--- config.mk ---
export PLATFORM = sky130hd
export DESIGN_NAME = esns_ctrl
export DESIGN_NICKNAME = d
export VERILOG_FILES = /design/src/rtl/core/esns_pkg.sv /design/src/rtl/core/esns_ctrl.sv
export SDC_FILE = /design/constraint.sdc
export NUM_CORES = 1
export LEC_CHECK = 0
export BUFFER_PORTS_ARGS = -buffer_cell sky130_fd_sc_hd__buf_2
export CAP_MARGIN = 15
export CORE_AREA = 2 2 39 41
export CTS_CLUSTER_SIZE = 20
export DETAILED_ROUTE_END_ITERATION = 6
export DIE_AREA = 0 0 41 43
export GPL_TIMING_DRIVEN = 0
export PLACE_DENSITY = 0.62
export SETUP_SLACK_MARGIN = 0.05
export SLEW_MARGIN = 10
export SYNTH_ARGS = -nofsm -noshare
export SYNTH_HDL_FRONTEND = slang
export SYNTH_SLANG_ARGS = --single-unit
export TNS_END_PERCENT = 30
--- constraint.sdc ---
create_clock -name clock -period 1.1 [get_ports clock]
set_input_delay 0.055 -clock clock [delete_from_list [all_inputs] [get_ports clock]]
set_output_delay 0.055 -clock clock [all_outputs]
set_load 0.03 [all_outputs]
--- src/rtl/core/esns_pkg.sv ---
package esns_pkg;

   localparam int STEP_COUNT = 8;
   localparam int NOTE_COUNT = 36;
   localparam int NOTE_W     = 6;
   localparam int POS_W      = 3;
   localparam int PERIOD_W   = 15;
   localparam int DIV_W      = 32;
   localparam int DVS_W      = 10;

   localparam logic [1:0] MODE_STOP  = 2'd0;
   localparam logic [1:0] MODE_PLAY  = 2'd1;
   localparam logic [1:0] MODE_PAUSE = 2'd2;

   localparam logic [1:0] MIDI_NONE = 2'd0;
   localparam logic [1:0] MIDI_OFF  = 2'd1;
   localparam logic [1:0] MIDI_ON   = 2'd2;

   localparam logic [1:0] BUZ_KEEP  = 2'd0;
   localparam logic [1:0] BUZ_SIL   = 2'd1;
   localparam logic [1:0] BUZ_CONT  = 2'd2;
   localparam logic [1:0] BUZ_SHORT = 2'd3;

   localparam logic [2:0] CSR_DCLICK = 3'd0;
   localparam logic [2:0] CSR_BPMMIN = 3'd1;
   localparam logic [2:0] CSR_BPMMAX = 3'd2;
   localparam logic [2:0] CSR_BASE   = 3'd3;
   localparam logic [2:0] CSR_FLASH  = 3'd4;
   localparam logic [2:0] CSR_BLINK  = 3'd5;

   typedef struct packed {
      logic capture;
      logic apply;
      logic div_start;
      logic div_sel;     // 0 step period, 1 blink phase
      logic step;
      logic out_second;
   } cmd_type;

   typedef struct packed {
      logic div_done;
      logic tempo_dirty;
      logic two_msgs;
   } status_type;

   function automatic logic [9:0] freq_of(input logic [NOTE_W-1:0] note);
      logic [9:0] hz;
      case (note)
         6'd0:  hz = 10'd131;  6'd1:  hz = 10'd139;  6'd2:  hz = 10'd147;
         6'd3:  hz = 10'd156;  6'd4:  hz = 10'd165;  6'd5:  hz = 10'd175;
         6'd6:  hz = 10'd185;  6'd7:  hz = 10'd196;  6'd8:  hz = 10'd208;
         6'd9:  hz = 10'd220;  6'd10: hz = 10'd233;  6'd11: hz = 10'd247;
         6'd12: hz = 10'd262;  6'd13: hz = 10'd277;  6'd14: hz = 10'd294;
         6'd15: hz = 10'd311;  6'd16: hz = 10'd330;  6'd17: hz = 10'd349;
         6'd18: hz = 10'd370;  6'd19: hz = 10'd392;  6'd20: hz = 10'd415;
         6'd21: hz = 10'd440;  6'd22: hz = 10'd466;  6'd23: hz = 10'd494;
         6'd24: hz = 10'd523;  6'd25: hz = 10'd554;  6'd26: hz = 10'd587;
         6'd27: hz = 10'd622;  6'd28: hz = 10'd659;  6'd29: hz = 10'd698;
         6'd30: hz = 10'd740;  6'd31: hz = 10'd784;  6'd32: hz = 10'd831;
         6'd33: hz = 10'd880;  6'd34: hz = 10'd932;
         default: hz = 10'd988;
      endcase
      return hz;
   endfunction

endpackage

--- src/rtl/core/esns_ctrl.sv ---
module esns_ctrl (
   input  logic                   clock,
   input  logic                   reset,
   input  logic                   req_valid,
   output logic                   req_stall,
   output logic                   rsp_valid,
   input  logic                   rsp_stall,
   input  esns_pkg::status_type   status,
   output esns_pkg::cmd_type      cmd
);

   localparam logic [2:0] ST_IDLE  = 3'd0;
   localparam logic [2:0] ST_APPLY = 3'd1;
   localparam logic [2:0] ST_SEL   = 3'd2;
   localparam logic [2:0] ST_DIVP  = 3'd3;
   localparam logic [2:0] ST_DIVB  = 3'd4;
   localparam logic [2:0] ST_STEP  = 3'd5;
   localparam logic [2:0] ST_OUT   = 3'd6;

   logic [2:0] state_ff, state_in;
   logic       second_ff, second_in;
   logic       rsp_take;

   // no request is taken while reset is high
   assign req_stall = reset || (state_ff != ST_IDLE);
   assign rsp_valid = (state_ff == ST_OUT);
   assign rsp_take  = rsp_valid && !rsp_stall;

   always_comb begin
      state_in  = state_ff;
      second_in = second_ff;
      cmd       = '0;
      cmd.out_second = second_ff;
      case (state_ff)
         ST_IDLE: begin
            if (req_valid) begin
               cmd.capture = 1'b1;
               state_in    = ST_APPLY;
            end
         end
         ST_APPLY: begin
            cmd.apply = 1'b1;
            state_in  = ST_SEL;
         end
         ST_SEL: begin
            cmd.div_start = 1'b1;
            cmd.div_sel   = !status.tempo_dirty;
            state_in      = status.tempo_dirty ? ST_DIVP : ST_DIVB;
         end
         ST_DIVP: begin
            if (status.div_done) begin
               cmd.div_start = 1'b1;
               cmd.div_sel   = 1'b1;
               state_in      = ST_DIVB;
            end
         end
         ST_DIVB: begin
            if (status.div_done) state_in = ST_STEP;
         end
         ST_STEP: begin
            cmd.step  = 1'b1;
            second_in = 1'b0;
            state_in  = ST_OUT;
         end
         ST_OUT: begin
            if (rsp_take) begin
               if (status.two_msgs && !second_ff) begin
                  second_in = 1'b1;
               end else begin
                  state_in = ST_IDLE;
               end
            end
         end
         default: state_in = ST_IDLE;
      endcase
   end

   always_ff @(posedge clock) begin
      if (reset) begin
         state_ff  <= ST_IDLE;
         second_ff <= 1'b0;
      end else begin
         state_ff  <= state_in;
         second_ff <= second_in;
      end
   end

endmodule

==> impl_metrics.py <==
metrics = {
    "global_routing": {
        "grt_overflow": 0,
        "grt_max_degree": 7,
        "grt_pass1_wl_microns": 1810,
        "track_usage_pct": 15.8,
        "grt_pass1_vias": 397,
        "antenna_found_initial": 0,
    },
    "placed_design": {
        "dp_worst_setup_slack_ns": -0.150,
        "place_hpwl_microns": 629,
        "portBuffers": 14,
        "place_area_sq_um": 459,
        "gp_congestion": 0.753,
    },
    "floorplanning": {
        "fp.dieArea_sq_um": 1760,
        "rows": 14,
        "core_area_sq_um": 1380,
        "die_h_microns": 43,
        "ioPinCount": 15,
        "die_width_microns": 41,
        "initial_core_util_pct": 25.5,
    },
    "synthesis": {
        "netlist_instances": 43,
        "synthMostInstantiatedCell": "nor2_1",
        "ys_ff_latch": 4,
        "synth_area_leaders": "dfxtp_1 (23%), nand2b_1 (7.1%), buf_6 (6.4%), nor2_1 (5.3%), nor2b_1 (5.3%)",
        "yosys_most_used_dff": "dfxtp_1",
        "yosysTopAreaCellShare_pct": 22.7,
        "yosys_warnings": 0,
        "synth_area_leader_cell": "dfxtp_1",
        "synth-async-reset-ratio_pct": 0,
        "syn_avg_cell_area_sq_um": 8.21,
        "synth_edf_count": 0,
        "yosysSeqAreaShare_pct": 22.7,
        "ys_types": 24,
        "synth_fp_nets": 50,
        "synth_commonest_cells": "nor2_1 (5), dfxtp_1 (4), nand2b_1 (4)",
        "synth_area_sq_um": 353,
    },
    "worst_setup_path": {
        "critical-path-top-delay-family": "simple AND/OR/NAND/NOR gates",
        "reg2reg_depth": 6,
        "crit_top_cell": "buf_6",
        "reg2reg_to": "state_ff[2]",
        "cp.required_ns": 1.04,
        "worstSetupPathType": "reg2out",
        "slowest_delay_ns": 0.50,
        "endpoint": "req_stall",
        "cp.arrival_ns": 1.33,
        "cp_num_buf_inv": 2,
        "timing.rr.start": "state_ff[2]",
        "crit_fanout": 4,
        "startpoint": "state_ff[2]",
        "crit_path_start_kind": "flip-flop",
        "critical_path_depth": 3,
        "endpoint_kind": "output port",
        "rrSetupSlack_ns": -0.15,
        "cp_slowest_cell": "or4_4",
        "crit_path_cell_trace": "buf_6 > or4_4 > buf_6",
    },
    "clock_tree": {
        "cts_root_buf": "clkbuf_4",
        "clk_latency_ns": 0.23,
        "cts_buffers": 3,
        "cts_max_level": 1,
        "cts.sinks": 4,
        "clk_path_buf_depth": 2,
        "hold_buffers": 0,
        "clk_pin_slew_ns": 0.03,
        "cts_tree": "yes",
    },
    "job": {
        "cap_violations": 0,
    },
    "pwr": {
        "vdd_drop_max_mv": 0.538,
        "powerDensity_nw_per_um2": 1420,
        "leakagePower_nw": 0.299,
        "power_mw": 0.992,
    },
    "worst_hold_path": {
        "hold_path.class": "in2reg",
    },
    "run_status": {
        "violations": "negative setup slack",
        "outcome": "finished with violations",
    },
    "route": {
        "drc": 0,
        "drt-initial-drc-count": 4,
        "vias": 419,
        "wl_per_cell_microns": 13.1,
        "vias_per_cell": 4.82,
        "drt-total-wl_microns": 1140,
        "dr.pass1.iters": 3,
        "antenna_left": 0,
    },
    "sta": {
        "maxSlewViolCount": 0,
        "worstMarginPinSlew_ns": 0.252,
        "worst_slack_ns": -0.289,
        "setup_viol": 8,
        "hold_viol_final": 0,
        "rsz0062_at_grt": "yes",
        "fin_worst_skew_ns": 0.00260,
        "finalCriticalPeriod_ns": 1.39,
        "clock.fmax_mhz": 720,
        "period_share_pct": 126,
        "slew_headroom_pct": 83.2,
    },
    "final_layout": {
        "regArea_sq_um": 83.8,
        "drive_above_1_share_pct": 74.6,
        "multi_input_area_sq_um": 317,
        "design_area_sq_um": 699,
        "syn_to_final_growth_pct": 98.2,
        "fin_nets": 80,
        "num-fill-cells": 120,
        "diodes": 0,
        "utilization_pct": 50.5,
    },
}
[final cells by class]
type / instances / area share, %
buffer: 4 / 5.90
inverter: 3 / 1.61
clock buffer: 3 / 3.22
timing repair buffer: 25 / 29.2
tap: 16 / 2.86
sequential: 4 / 12.0
multi-input combinational: 32 / 45.3
[what timing repair did]
item,4_1_cts,5_1_grt
resized for setup,20,15
pin swaps,4,6
buffers inserted,9,2
cloned,0,0
endpoints found under the hold margin,0,0
endpoints found under the setup margin,10,11
[worst min path at each step]
stage	depth (start not counted)	from	to	slack [ns]
3_3_place_gp	2	reset	state_ff[1]	0.31
6_report	2	reset	state_ff[2]	0.08
3_5_place_dp	2	reset	state_ff[1]	0.31
2_1_floorplan	1	reset	state_ff[2]	0.13
5_1_grt	2	reset	state_ff[1]	0.08
4_1_cts	2	reset	state_ff[1]	0.06
[layer usage]
layer,GRT usage (%),vias to the layer above,part of all wire [%]
met5,0,-,0
met1,17.9,200,43
met4,8.00,0,0
li1,-,213,-
met2,24.4,6,55
met3,6.28,0,2.4
[cell usage in the layout, fill, tap and decap left out, types with 2 or more instances in the layout]
master    Yosys  routed
dfxtp_2       0       3
clkbuf_4      0       3
nor2_4        0       2
nand2b_1      4       2
inv_1         3       3
buf_2         0       7
nor3_2        0       2
nor2_1        5       2
a311oi_2      0       2
a21oi_1       2       2
buf_4         2      10
buf_6         2      12
nand2b_4      0       2
[flip-flops by register name, indices dropped and copies added (netlist names)]
register / count
second_ff: 1
state_ff: 3
[cell families (layout without fill, tap and decap cells)]
family | after synthesis | in the layout | synth area share (%)
simple gates | 22 | 22 | 36.9
compound gates | 10 | 10 | 26.6
buf+inv | 7 | 35 | 13.8
flops | 4 | 4 | 22.7
[through the flow]
step                TNS, ns  cells  hold slack (ns)
floorplan            -0.143     43            0.127
global placement     -0.233     73            0.314
finish                -1.32     87           0.0836
global route          -1.78     87           0.0781
CTS                   -1.20     85           0.0646
detailed placement   -0.197     73            0.314
[power by group]
| group | internal [mW] | total [mW] | switching, mW | leakage (nW) |
|---|---|---|---|---|
| Sequential | 0.170 | 0.187 | 0.0173 | 0.0339 |
| Combinational | 0.317 | 0.626 | 0.309 | 0.251 |
| Clock | 0.122 | 0.179 | 0.0571 | 0.0138 |
| Total | 0.609 | 0.992 | 0.383 | 0.299 |
(Power assumes the default switching activity.)
